### config.mk
export PLATFORM = sky130hd
export DESIGN_NAME = region_write_integrity_monitor
export DESIGN_NICKNAME = d
export VERILOG_FILES = /design/src/hw/rtl/rwim_pkg.sv /design/src/hw/rtl/rwim_ctrl.sv /design/src/hw/rtl/rwim_datapath.sv /design/src/hw/rtl/region_write_integrity_monitor.sv
export SDC_FILE = /design/constraint.sdc
export NUM_CORES = 2
export LEC_CHECK = 0
export BUFFER_PORTS_ARGS = -buffer_cell sky130_fd_sc_hd__buf_4
export CORE_ASPECT_RATIO = 0.8
export CORE_MARGIN = 2
export CORE_UTILIZATION = 54
export CTS_BUF_LIST = sky130_fd_sc_hd__clkbuf_4 sky130_fd_sc_hd__clkbuf_8
export DETAILED_ROUTE_END_ITERATION = 16
export PLACE_DENSITY = 0.71
export SLEW_MARGIN = 15
export SYNTH_ARGS = -nofsm -noshare
export SYNTH_HDL_FRONTEND = slang
export SYNTH_SLANG_ARGS = --single-unit
### constraint.sdc
create_clock -name clk -period 12.7 [get_ports clk]
set_clock_uncertainty 0.15 [all_clocks]
set_input_delay 2.54 -clock clk [delete_from_list [all_inputs] [get_ports clk]]
set_output_delay 2.54 -clock clk [all_outputs]
set_load 0.01 [all_outputs]
### src/hw/rtl/rwim_pkg.sv
package rwim_pkg;

  // Snapshot geometry: bytes are spread over one bank per beat byte lane
  localparam int SNAP_BYTES = 64;
  localparam int BEAT_BYTES = 8;
  localparam int LANES      = 8;
  localparam int LANE_W     = $clog2(LANES);
  localparam int ROWS       = SNAP_BYTES / LANES;
  localparam int ROW_W      = $clog2(ROWS);
  localparam int IDX_W      = ROW_W + LANE_W;

  // Field and register widths
  localparam int ADDR_W    = 64;
  localparam int DATA_W    = 64;
  localparam int LEN_W     = 7;
  localparam int CNT_W     = 4;
  localparam int SUM_W     = 64;
  localparam int FRAMES_W  = 32;
  localparam int CFG_IDX_W = 2;

  localparam logic [CFG_IDX_W-1:0] REG_REGION_BASE    = 2'd0;
  localparam logic [CFG_IDX_W-1:0] REG_REGION_LEN     = 2'd1;
  localparam logic [CFG_IDX_W-1:0] REG_RESPONSES_ONLY = 2'd2;

  // FNV-1a 64: prime is 2^40 + 435
  localparam logic [SUM_W-1:0] FNV_OFFSET   = 64'hCBF2_9CE4_8422_2325;
  localparam int               FNV_SHIFT    = 40;
  localparam logic [SUM_W-1:0] FNV_PRIME_LO = 64'd435;

  typedef struct packed {
    logic load;
    logic hash_start;
    logic merge_rd;
    logic merge_wr;
    logic hash_rd;
    logic hash_step;
    logic emit;
  } rwim_cmd_t;

  typedef struct packed {
    logic merge_ok;
    logic len_zero;
    logic hash_last;
    logic row_end;
    logic out_free;
  } rwim_status_t;

endpackage

### src/hw/rtl/rwim_ctrl.sv
module rwim_ctrl (
  input  logic                   clk,
  input  logic                   rst,
  input  logic                   in_valid,
  output logic                   in_stall,
  input  logic                   req_type,
  input  logic                   in_actuate,
  input  rwim_pkg::rwim_status_t status,
  output rwim_pkg::rwim_cmd_t    cmd
);

  localparam logic [2:0] S_IDLE  = 3'd0;
  localparam logic [2:0] S_MRD   = 3'd1;
  localparam logic [2:0] S_MWR   = 3'd2;
  localparam logic [2:0] S_HRD   = 3'd3;
  localparam logic [2:0] S_HBYTE = 3'd4;
  localparam logic [2:0] S_EMIT  = 3'd5;

  logic [2:0] state;
  logic [2:0] state_next;
  logic       last_act;
  logic       last_act_next;
  logic       close;

  always_ff @(posedge clk) begin
    if (rst) begin
      state    <= S_IDLE;
      last_act <= 1'b0;
    end else begin
      state    <= state_next;
      last_act <= last_act_next;
    end
  end

  always_comb begin
    state_next    = state;
    last_act_next = last_act;
    close         = 1'b0;
    cmd           = '0;
    in_stall      = (state != S_IDLE);
    unique case (state)
      S_IDLE: begin
        if (in_valid) begin
          cmd.load      = 1'b1;
          close         = req_type ? last_act : (last_act && !in_actuate);
          last_act_next = req_type ? 1'b0 : in_actuate;
          if (close) begin
            cmd.hash_start = 1'b1;
            state_next     = status.len_zero ? S_EMIT : S_HRD;
          end else if (status.merge_ok) begin
            state_next = S_MRD;
          end
        end
      end
      S_MRD: begin
        cmd.merge_rd = 1'b1;
        state_next   = S_MWR;
      end
      S_MWR: begin
        cmd.merge_wr = 1'b1;
        state_next   = S_IDLE;
      end
      S_HRD: begin
        cmd.hash_rd = 1'b1;
        state_next  = S_HBYTE;
      end
      S_HBYTE: begin
        cmd.hash_step = 1'b1;
        if (status.hash_last) begin
          state_next = S_EMIT;
        end else if (status.row_end) begin
          state_next = S_HRD;
        end
      end
      S_EMIT: begin
        // hold until the output register can take the result
        if (status.out_free) begin
          cmd.emit   = 1'b1;
          state_next = S_IDLE;
        end
      end
      default: begin
        state_next = S_IDLE;
      end
    endcase
  end

endmodule

### src/hw/rtl/rwim_datapath.sv
module rwim_datapath (
  input  logic                                clk,
  input  logic                                rst,
  input  logic                                cfg_write,
  input  logic [rwim_pkg::CFG_IDX_W-1:0]      cfg_index,
  input  logic [rwim_pkg::ADDR_W-1:0]         cfg_data,
  input  logic                                req_type,
  input  logic                                in_actuate,
  input  logic                                is_response,
  input  logic [rwim_pkg::ADDR_W-1:0]         addr,
  input  logic [rwim_pkg::CNT_W-1:0]          byte_count,
  input  logic [rwim_pkg::DATA_W-1:0]         data,
  input  rwim_pkg::rwim_cmd_t                 cmd,
  output rwim_pkg::rwim_status_t              status,
  output logic                                out_valid,
  input  logic                                out_stall,
  output logic [rwim_pkg::SUM_W-1:0]          checksum,
  output logic                                checksum_valid,
  output logic                                corrupted,
  output logic [rwim_pkg::FRAMES_W-1:0]       frames_corrupted
);

  localparam int LEN_W  = rwim_pkg::LEN_W;
  localparam int LANE_W = rwim_pkg::LANE_W;
  localparam int ROW_W  = rwim_pkg::ROW_W;
  localparam int ADDR_W = rwim_pkg::ADDR_W;

  // configuration
  logic [ADDR_W-1:0] region_base;
  logic [LEN_W-1:0]  region_len;
  logic              responses_only;
  logic [LEN_W-1:0]  n_len;
  logic              len_wr;

  // captured beat
  logic [ADDR_W-1:0]              diff_q;
  logic [rwim_pkg::DATA_W-1:0]    data_q;
  logic [rwim_pkg::CNT_W-1:0]     cnt_q;

  // snapshot valid bits, one per byte
  logic [rwim_pkg::SNAP_BYTES-1:0] vld;

  // per-lane views
  logic [7:0]       lane_byte  [rwim_pkg::LANES];
  logic             lane_diff  [rwim_pkg::LANES];
  logic [ROW_W-1:0] wr_row_w   [rwim_pkg::LANES];
  logic             wr_en_w    [rwim_pkg::LANES];
  logic [rwim_pkg::LANES-1:0] diff_vec;

  // hash walk
  logic [rwim_pkg::SUM_W-1:0] hash;
  logic [rwim_pkg::SUM_W-1:0] hash_next;
  logic [rwim_pkg::SUM_W-1:0] hash_x;
  logic [LEN_W-1:0]           hash_idx;
  logic [7:0]                 hash_byte;

  logic                          dirty;
  logic [rwim_pkg::FRAMES_W-1:0] frame_cnt;
  logic [rwim_pkg::FRAMES_W-1:0] frame_cnt_next;

  assign len_wr = cfg_write && (cfg_index == rwim_pkg::REG_REGION_LEN);

  always_ff @(posedge clk) begin
    if (rst) begin
      region_base    <= '0;
      region_len     <= '0;
      responses_only <= 1'b1;
    end else if (cfg_write) begin
      unique case (cfg_index)
        rwim_pkg::REG_REGION_BASE:    region_base    <= cfg_data;
        rwim_pkg::REG_REGION_LEN:     region_len     <= cfg_data[LEN_W-1:0];
        rwim_pkg::REG_RESPONSES_ONLY: responses_only <= cfg_data[0];
        default: begin
        end
      endcase
    end
  end

  assign n_len = (region_len > LEN_W'(rwim_pkg::SNAP_BYTES)) ?
                 LEN_W'(rwim_pkg::SNAP_BYTES) : region_len;

  always_ff @(posedge clk) begin
    if (cmd.load) begin
      diff_q <= addr - region_base;
      data_q <= data;
      cnt_q  <= (byte_count > rwim_pkg::CNT_W'(rwim_pkg::BEAT_BYTES)) ?
                rwim_pkg::CNT_W'(rwim_pkg::BEAT_BYTES) : byte_count;
    end
  end

  for (genvar b = 0; b < rwim_pkg::LANES; b++) begin : g_lane
    logic [7:0]        bank [rwim_pkg::ROWS];
    logic [LANE_W-1:0] sel;
    logic [LEN_W:0]    sum;
    logic              hi_zero;
    logic              in_rng;
    logic [ROW_W-1:0]  m_row;
    logic [ROW_W-1:0]  rd_row;
    logic [7:0]        rd_data;
    logic              rd_vld;
    logic [ROW_W-1:0]  wr_row;
    logic [7:0]        wr_byte;
    logic              wr_en;

    // beat byte that lands in this lane, and its offset in the region
    assign sel     = LANE_W'(b) - diff_q[LANE_W-1:0];
    assign sum     = {1'b0, diff_q[LEN_W-1:0]} + (LEN_W + 1)'(sel);
    assign hi_zero = sum[LEN_W] ? (&diff_q[ADDR_W-1:LEN_W]) : ~(|diff_q[ADDR_W-1:LEN_W]);
    assign in_rng  = hi_zero && (sum[LEN_W-1:0] < n_len) &&
                     ({1'b0, sel} < cnt_q);
    assign m_row   = sum[ROW_W+LANE_W-1:LANE_W];
    assign rd_row  = cmd.hash_rd ? hash_idx[ROW_W+LANE_W-1:LANE_W] : m_row;

    always_ff @(posedge clk) begin
      if (cmd.hash_rd || cmd.merge_rd) begin
        rd_data <= bank[rd_row];
        rd_vld  <= vld[{rd_row, LANE_W'(b)}];
      end
      if (cmd.merge_rd) begin
        wr_row  <= m_row;
        wr_byte <= data_q[{sel, 3'b000} +: 8];
        wr_en   <= in_rng;
      end
      if (cmd.merge_wr && wr_en) begin
        bank[wr_row] <= wr_byte;
      end
    end

    assign lane_byte[b] = rd_vld ? rd_data : 8'h00;
    assign lane_diff[b] = wr_en && (lane_byte[b] != wr_byte);
    assign wr_row_w[b]  = wr_row;
    assign wr_en_w[b]   = wr_en;
    assign diff_vec[b]  = lane_diff[b];
  end

  always_ff @(posedge clk) begin
    if (rst || cmd.emit || len_wr) begin
      vld <= '0;
    end else if (cmd.merge_wr) begin
      for (int b = 0; b < rwim_pkg::LANES; b++) begin
        if (wr_en_w[b]) begin
          vld[{wr_row_w[b], LANE_W'(b)}] <= 1'b1;
        end
      end
    end
  end

  always_ff @(posedge clk) begin
    if (rst || cmd.emit) begin
      dirty <= 1'b0;
    end else if (cmd.merge_wr && (|diff_vec)) begin
      dirty <= 1'b1;
    end
  end

  // one FNV-1a round: xor the byte, multiply by 2^40 + 435
  assign hash_byte = lane_byte[hash_idx[LANE_W-1:0]];
  assign hash_x    = hash ^ {56'd0, hash_byte};
  assign hash_next = (hash_x << rwim_pkg::FNV_SHIFT) + (hash_x * rwim_pkg::FNV_PRIME_LO);

  always_ff @(posedge clk) begin
    if (cmd.hash_start) begin
      hash     <= rwim_pkg::FNV_OFFSET;
      hash_idx <= '0;
    end else if (cmd.hash_step) begin
      hash     <= hash_next;
      hash_idx <= hash_idx + 1'b1;
    end
  end

  assign frame_cnt_next = (dirty && (frame_cnt != '1)) ? frame_cnt + 1'b1 : frame_cnt;

  always_ff @(posedge clk) begin
    if (rst) begin
      frame_cnt <= '0;
    end else if (cmd.emit) begin
      frame_cnt <= frame_cnt_next;
    end
  end

  always_ff @(posedge clk) begin
    if (rst) begin
      out_valid <= 1'b0;
    end else if (cmd.emit) begin
      out_valid <= 1'b1;
    end else if (!out_stall) begin
      out_valid <= 1'b0;
    end
  end

  always_ff @(posedge clk) begin
    if (cmd.emit) begin
      checksum         <= status.len_zero ? '0 : hash;
      checksum_valid   <= !status.len_zero;
      corrupted        <= dirty;
      frames_corrupted <= frame_cnt_next;
    end
  end

  always_comb begin
    status.merge_ok  = !req_type && in_actuate && (!responses_only || is_response) &&
                       (byte_count != '0);
    status.len_zero  = (n_len == '0);
    status.hash_last = (({1'b0, hash_idx} + 1'b1) == {1'b0, n_len});
    status.row_end   = &hash_idx[LANE_W-1:0];
    status.out_free  = !out_valid || !out_stall;
  end

endmodule

### src/hw/rtl/region_write_integrity_monitor.sv
// Region write integrity monitor.
// Input channel (in_valid/in_stall) carries snooped memory beats and finish
// transactions; a transaction is taken when in_valid is high and in_stall low.
// During the actuate phase, beats (only responses when responses_only is set)
// merge the bytes in [region_base, region_base + min(region_len, 64)) into
// a 64-byte snapshot; any changed byte marks the frame corrupted.
// Leaving actuate, or a finish while in actuate, closes the frame: one result
// transaction on the output channel with the FNV-1a 64 hash of the watched
// bytes, a valid flag, the corrupted flag and a saturating corrupted-frame
// count. The snapshot and the flag are then cleared.
// A beat that merges nothing leaves the block idle; a merging beat reads the
// banks, then compares and writes. A close folds the watched bytes into the
// hash one byte per cycle, reading a bank row before every eight, then loads
// the result into the output register. A stalled result is held there; the
// block keeps taking transactions and only waits if a second result is ready.
// Configuration (cfg_write/cfg_index/cfg_data) is to be written while idle;
// the block itself does not enforce it. Writing region_len clears the
// snapshot. Reset clears the snapshot, flags, count and returns the registers
// to base 0, length 0, responses_only 1.
module region_write_integrity_monitor (
  input  logic                                clk,
  input  logic                                rst,
  input  logic                                cfg_write,
  input  logic [rwim_pkg::CFG_IDX_W-1:0]      cfg_index,
  input  logic [rwim_pkg::ADDR_W-1:0]         cfg_data,
  input  logic                                in_valid,
  output logic                                in_stall,
  input  logic                                req_type,
  input  logic                                in_actuate,
  input  logic                                is_response,
  input  logic [rwim_pkg::ADDR_W-1:0]         addr,
  input  logic [rwim_pkg::CNT_W-1:0]          byte_count,
  input  logic [rwim_pkg::DATA_W-1:0]         data,
  output logic                                out_valid,
  input  logic                                out_stall,
  output logic [rwim_pkg::SUM_W-1:0]          checksum,
  output logic                                checksum_valid,
  output logic                                corrupted,
  output logic [rwim_pkg::FRAMES_W-1:0]       frames_corrupted
);

  rwim_pkg::rwim_cmd_t    cmd;
  rwim_pkg::rwim_status_t status;

  rwim_ctrl u_ctrl (
    .clk        (clk),
    .rst        (rst),
    .in_valid   (in_valid),
    .in_stall   (in_stall),
    .req_type   (req_type),
    .in_actuate (in_actuate),
    .status     (status),
    .cmd        (cmd)
  );

  rwim_datapath u_datapath (
    .clk              (clk),
    .rst              (rst),
    .cfg_write        (cfg_write),
    .cfg_index        (cfg_index),
    .cfg_data         (cfg_data),
    .req_type         (req_type),
    .in_actuate       (in_actuate),
    .is_response      (is_response),
    .addr             (addr),
    .byte_count       (byte_count),
    .data             (data),
    .cmd              (cmd),
    .status           (status),
    .out_valid        (out_valid),
    .out_stall        (out_stall),
    .checksum         (checksum),
    .checksum_valid   (checksum_valid),
    .corrupted        (corrupted),
    .frames_corrupted (frames_corrupted)
  );

`ifndef SYNTHESIS
  a_zero_len_sum: assert property (@(posedge clk) disable iff (rst)
    (out_valid && !checksum_valid) |-> (checksum == '0))
    else $error("checksum nonzero for an empty region");

  a_corrupt_count: assert property (@(posedge clk) disable iff (rst)
    (out_valid && corrupted) |-> (frames_corrupted != '0))
    else $error("corrupted frame with zero count");

  a_actuate_no_close: assert property (@(posedge clk) disable iff (rst)
    (in_valid && !in_stall && !req_type && in_actuate) |=> !$rose(out_valid))
    else $error("actuate beat closed a frame");
`endif

endmodule

# Word level (Yosys, flattened, before mapping)
# Memories as Yosys holds them, arrays and structs flattened. A register that Yosys moved wholly into a read port is not among the register bits.
# Cells that the tools add are included.
# word_totals
reg_bits	579
latchBits	0
ramBits	512
mem_bits_ro	0
input_bits	206
output_inout_bits	100
wordCells	356
mem_count	8
# op_classes
addsub	21
n_mul	1
div	0
magnitude_cmp	43
n_eq_ne	22
shifts	8
mux	120
n_bitwise	11
n_reduce_logical	72
# mem_list
name	words	width	read_ports	rd_clocked_by_memory_dff	write_ports	line	source
u_datapath.g_lane[0].bank	8	8	1	1	1	rwim_datapath.sv:92	logic [7:0] bank [rwim_pkg::ROWS];
u_datapath.g_lane[1].bank	8	8	1	1	1	rwim_datapath.sv:92	
u_datapath.g_lane[2].bank	8	8	1	1	1	rwim_datapath.sv:92	
u_datapath.g_lane[3].bank	8	8	1	1	1	rwim_datapath.sv:92	
u_datapath.g_lane[4].bank	8	8	1	1	1	rwim_datapath.sv:92	
u_datapath.g_lane[5].bank	8	8	1	1	1	rwim_datapath.sv:92	
2 more memories	-	-	-	-	-	-	
# ops
cell	n
$mux W64	22
$shiftx A64 B7 Y8	8
$lt A6 B7 Y1 const B	16
$mux W8	10
$add A64 B64 Y64	1
$add A7 B3 Y8	8
$mul A64 B9 Y64 const B	1
$ne A8 B8 Y1	8
$or A64 B57 Y64	1
$or A64 B58 Y64	1
$or A64 B59 Y64	1
$or A64 B60 Y64	1
$or A64 B61 Y64	1
$or A64 B62 Y64	1
$or A64 B63 Y64	1
$or A64 B64 Y64	1
$sub A64 B64 Y64	1
$xor A64 B8 Y64	1
$reduce_and A57 Y1	1
$reduce_or A57 Y1	1
$lt A7 B7 Y1	8
$mux W1	51
$ge A6 B1 Y1 const B	8
$logic_and A1 B1 Y1	47
42 further kinds	98

# Longest topological paths before layout
# logic_depth
ltp_word	34
ltp_mapped	27
mapped_depth_nobuf	25

# By module
# A second synthesis with hierarchy kept.
# hier_totals
hier_cells	5088
area_unflattened_um2	63249.4
# by_module_without_submodules
module	n_inst	cells_per_inst	area_each_um2	seq_area_each_um2
rwim_datapath	1	5049	62912.8	32150.8
rwim_ctrl	1	39	336.6	80.1

# Least setup slack after synthesis
# No wires, ideal clock.
# synth_timing
kind	input to register
startpoint	input port out_stall
endpoint	register u_datapath.frame_cnt[28] (netlist bit)
setup_ns	0.128
arrival_time_ns	6.599
required_ns	12.422
path_slack_ns	5.823
cell_stages	8
n_path_buf	1
path_cell_list	nand2_1 -> nand2b_1 -> inv_1 -> buf_1 -> nand3_1 -> nor2_1 -> xnor2_1 -> nor2_1
# synth_lines
element	line	source
from (decl)	region_write_integrity_monitor.sv:35	input logic out_stall,
to (signal assigned)	rwim_datapath.sv:177	frame_cnt <= frame_cnt_next;
to (decl)	rwim_datapath.sv:58	logic [rwim_pkg::FRAMES_W-1:0] frame_cnt;

# Final worst setup path
# layout_timing
startpoint	register u_datapath.hash_idx[0]
endpoint	register u_datapath.hash[57] (netlist bit)
# layout_between
elab_chain_len	7
# layout_rtl
element	line	source
from (decl)	rwim_datapath.sv:54	logic [LEN_W-1:0] hash_idx;
from (signal assigned)	rwim_datapath.sv:167	hash_idx <= hash_idx + 1'b1;
$not A3 Y4 (not written as such) *	rwim_datapath.sv:157	assign hash_byte = lane_byte[hash_idx[LANE_W-1:0]];
$bmux W8 S3 *	rwim_datapath.sv:157	
$mux W8 (not written as such) * (2 in a row)	rwim_datapath.sv:157	
$xor A64 B8 Y64 *	rwim_datapath.sv:158	assign hash_x = hash ^ {56'd0, hash_byte};
$mul A64 B9 Y64	rwim_datapath.sv:159	assign hash_next = (hash_x << rwim_pkg::FNV_SHIFT) + (hash_x * rwim_pkg::FNV_PRIME_LO);
$add A64 B64 Y64 *	rwim_datapath.sv:159	
to (signal assigned)	rwim_datapath.sv:163	hash <= rwim_pkg::FNV_OFFSET;
to (signal assigned)	rwim_datapath.sv:166	hash <= hash_next;
to (decl)	rwim_datapath.sv:51	logic [rwim_pkg::SUM_W-1:0] hash;
# Every way passes the cells marked *; elsewhere a longest branch is shown, timed or not. The select of a mux whose other input is x is not followed.
# A chain may end at the register's enable or synchronous reset.

==> results.ini <==
[routing]
route.detailed.drc=0
dr.first_iter.drc_count=5140
routed_via_density=5.86
vias=44981
antenna_left=0
totalWireLength_um=175000
routedWlPerCell_um=22.9
dr.pass1.iters=6

[worst_setup_path]
arrival_ps=8940
crit_slowest_cell=dfxtp_1
start_kind=flop
path_buf_inv=0
cp_cell_sequence=and2_0, a22oi_1, mux4_2, xnor2_1, ha_1, xor2_1, ha_1, fa_1, fa_1, ha_1, ha_1, o21ai_0, o21ai_1, nand4_1, a2111oi_0, o21ai_0, a21oi_1, a221o_1, a41oi_1, xnor2_1, a21oi_1
crit_fanout=30
path_delay_family=compound AO/OA/AOI/OAI gates
cp_common_cell=ha_1
endpoint_kind=flop
path_class=reg -> reg
critical-path-max-stage-delay_ps=1030
crit_required_ps=13310

[synthesis]
synth.cell_area_sq_um=63700
syn_nets=6392
ys_dominant_reg_cell=edfxtp_1
synth_top_family_by_area=adder cells
yosysSeqAreaShare_pct=50.6
synth_compound_area_share_pct=9.32
yosysWarnings=0
avgSynthCellArea_sq_um=11.3
synthCells=5641
synth_edf_count=910
synth.area.mux_share_pct=6.01
netlist-cell-type-count=83
synthArstFlopShare_pct=0
synth_xor_area_share_pct=3.98
synthAdderAreaFrac_pct=13.4
yosys.area_share.simple_pct=12.7
synth-seq-cells=1155

[floorplanning]
rows=112
start_util_pct=54.5
io_pins=306
fp.coreArea_sq_um=117000
fp.dieArea_sq_um=121000
die_h_um=311
die_width_um=388

[layout]
nNetsFinal=6716
fin_area_sq_um=71500
fillers=9426
final_core_util_pct=61.2
syn_to_final_growth_pct=12.2
mostFrequentLayoutCells=edfxtp_1 (910), nand2_1 (814), a21oi_1 (447), inv_1 (422), nor2_1 (397)
layout_commonest_cell=edfxtp_1
drive_above_1_share_pct=15.2

[global_routing]
use_met1_pct=42.7
grt_pass1_wl_um=267000
grt_max_degree=80
grt_use_met2_pct=43.3
grt_pass1_vias=43591
grt_usage_pct=29.1
antenna_found_initial=14
met3_usage_pct=6.93
gr-total-overflow=0
grt-busiest-layer=met2

[sta]
worstMarginPinSlew_ps=1090
setup_viol=0
finalCritPeriodShare_pct=65.6
post-route-min-period_ps=8330
slew_violations=0
rsz0062_at_grt=false
fmax_mhz=120
slew_headroom_pct=27.1
hold_violations=0
final.setup.tns_ps=0

[clocking]
cts.htree.levels=4
cts_resized=0
root_buffer=clkbuf_8
clk_pin_slew_ps=60
clock_sinks=1155
cts_setup_buffers=0
clock_latency_ps=920
ctsLongestPathBuffers=3
numCtsBuffers=182
postCtsHoldBufs=0
cts_tree=built

[place]
gp_congestion=0.946
hpwl_um=131000
portBuffers=305
placed_area_sq_um=67600

[run]
drv_cap=0

[outcome]
outcome=complete, no violations

[hold_path]
hp-class=reg -> reg

==> stage by stage <==
step / worst slack, ps / cells / hold slack, ps
after CTS: 4520 / 7666 / 305
final: 4370 / 7670 / 303
after detailed placement: 4570 / 7320 / 296
after global placement: 4640 / 7320 / 293
after floorplan: 5820 / 5641 / 285
after global routing: 3920 / 7669 / 316
==> cell type report <==
cell class / count / area, sq um / area share (%)
diodes: 4 / 10.0 / 0.0140
clock buffers: 264 / 3220 / 4.51
clock inverters: 82 / 678 / 0.949
inverters: 428 / 1610 / 2.26
multi-input cells: 3839 / 29100 / 40.7
flip-flops and latches: 1155 / 32200 / 45.1
well taps: 1539 / 1930 / 2.69
repair buffers: 359 / 2700 / 3.77
==> cells by family (layout without fill, tap and decap cells) <==
family,Yosys count,count (layout)
muxes,217,217
buffers and inverters,647,1133
xor gates and xnor gates,288,288
AOI/OAI and AO/OA,995,995
adders and majority gates,545,545
other,0,4
and+or+nand+nor,1794,1794
DFF,1155,1155
==> cells in the mapped netlist (32+ instances only) <==
master      n  share of area [%]
edfxtp_1  910                 43
nand2_1   816                4.8
a21oi_1   449                3.5
inv_1     425                2.5
nor2_1    399                2.4
ha_1      312                6.1
dfxtp_1   245                7.7
fa_1      233                7.3
o21ai_0   184                1.4
xnor2_1   177                2.4
clkbuf_1  158               0.93
nand3_1   135                1.1
mux4_2    125                4.4
xor2_1    109                1.5
nor2b_1    94               0.92
mux2_2     77                1.4
a21o_1     73               0.86
nand4_1    68               0.67
nor3_1     49               0.38
a22oi_1    47               0.55
nand2b_1   41               0.40
or4_1      40               0.47
nand3b_1   35               0.41
buf_2      32               0.25
==> path summary, 6_finish.rpt <==
kind / start / end / slack [ps] / cells past startpoint
worst min register to register: u_datapath.region_base[35] / u_datapath.region_base[35] / 300 / 2
worst max register to register: u_datapath.hash_idx[0] / u_datapath.hash[57] / 4370 / 21
worst max-delay path: u_datapath.hash_idx[0] / u_datapath.hash[57] / 4370 / 21
worst min-delay path: u_datapath.region_base[35] / u_datapath.region_base[35] / 300 / 2
==> per-layer routing <==
metal	wire [um]	part of all wire [%]
met1	75600	43
met2	77900	44
met3	18000	10
met4	3890	2.2
met5	29	0.017
==> registers in the layout, summed over array words and instances (netlist names), 3 cells and up <==
register	count
u_datapath.g_lane.bank	512
u_datapath.checksum	64
u_datapath.data_q	64
u_datapath.diff_q	64
u_datapath.g_lane.rd_data	64
u_datapath.g_lane.wr_byte	64
u_datapath.hash	64
u_datapath.region_base	64
u_datapath.vld	64
u_datapath.frame_cnt	32
u_datapath.frames_corrupted	32
u_datapath.g_lane.wr_row	24
u_datapath.g_lane.rd_vld	8
u_datapath.g_lane.wr_en	8
u_datapath.hash_idx	7
u_datapath.region_len	7
u_datapath.cnt_q	4
u_ctrl.state	3
==> worst register-to-register path, cell delays in order, from the launching register on <==
cell and delay [ps]:
dfxtp_1 1030, and2_0 450, a22oi_1 160, mux4_2 560
xnor2_1 460, ha_1 370, xor2_1 190, ha_1 330
fa_1 520, fa_1 490, ha_1 310, ha_1 360
o21ai_0 170, o21ai_1 300, nand4_1 220, a2111oi_0 550
o21ai_0 360, a21oi_1 460, a221o_1 330, a41oi_1 160
xnor2_1 160, a21oi_1 80
Power is left out: the tool's default activity adds up to more than one toggle a clock period on the data nets, which glitch-free logic cannot reach.
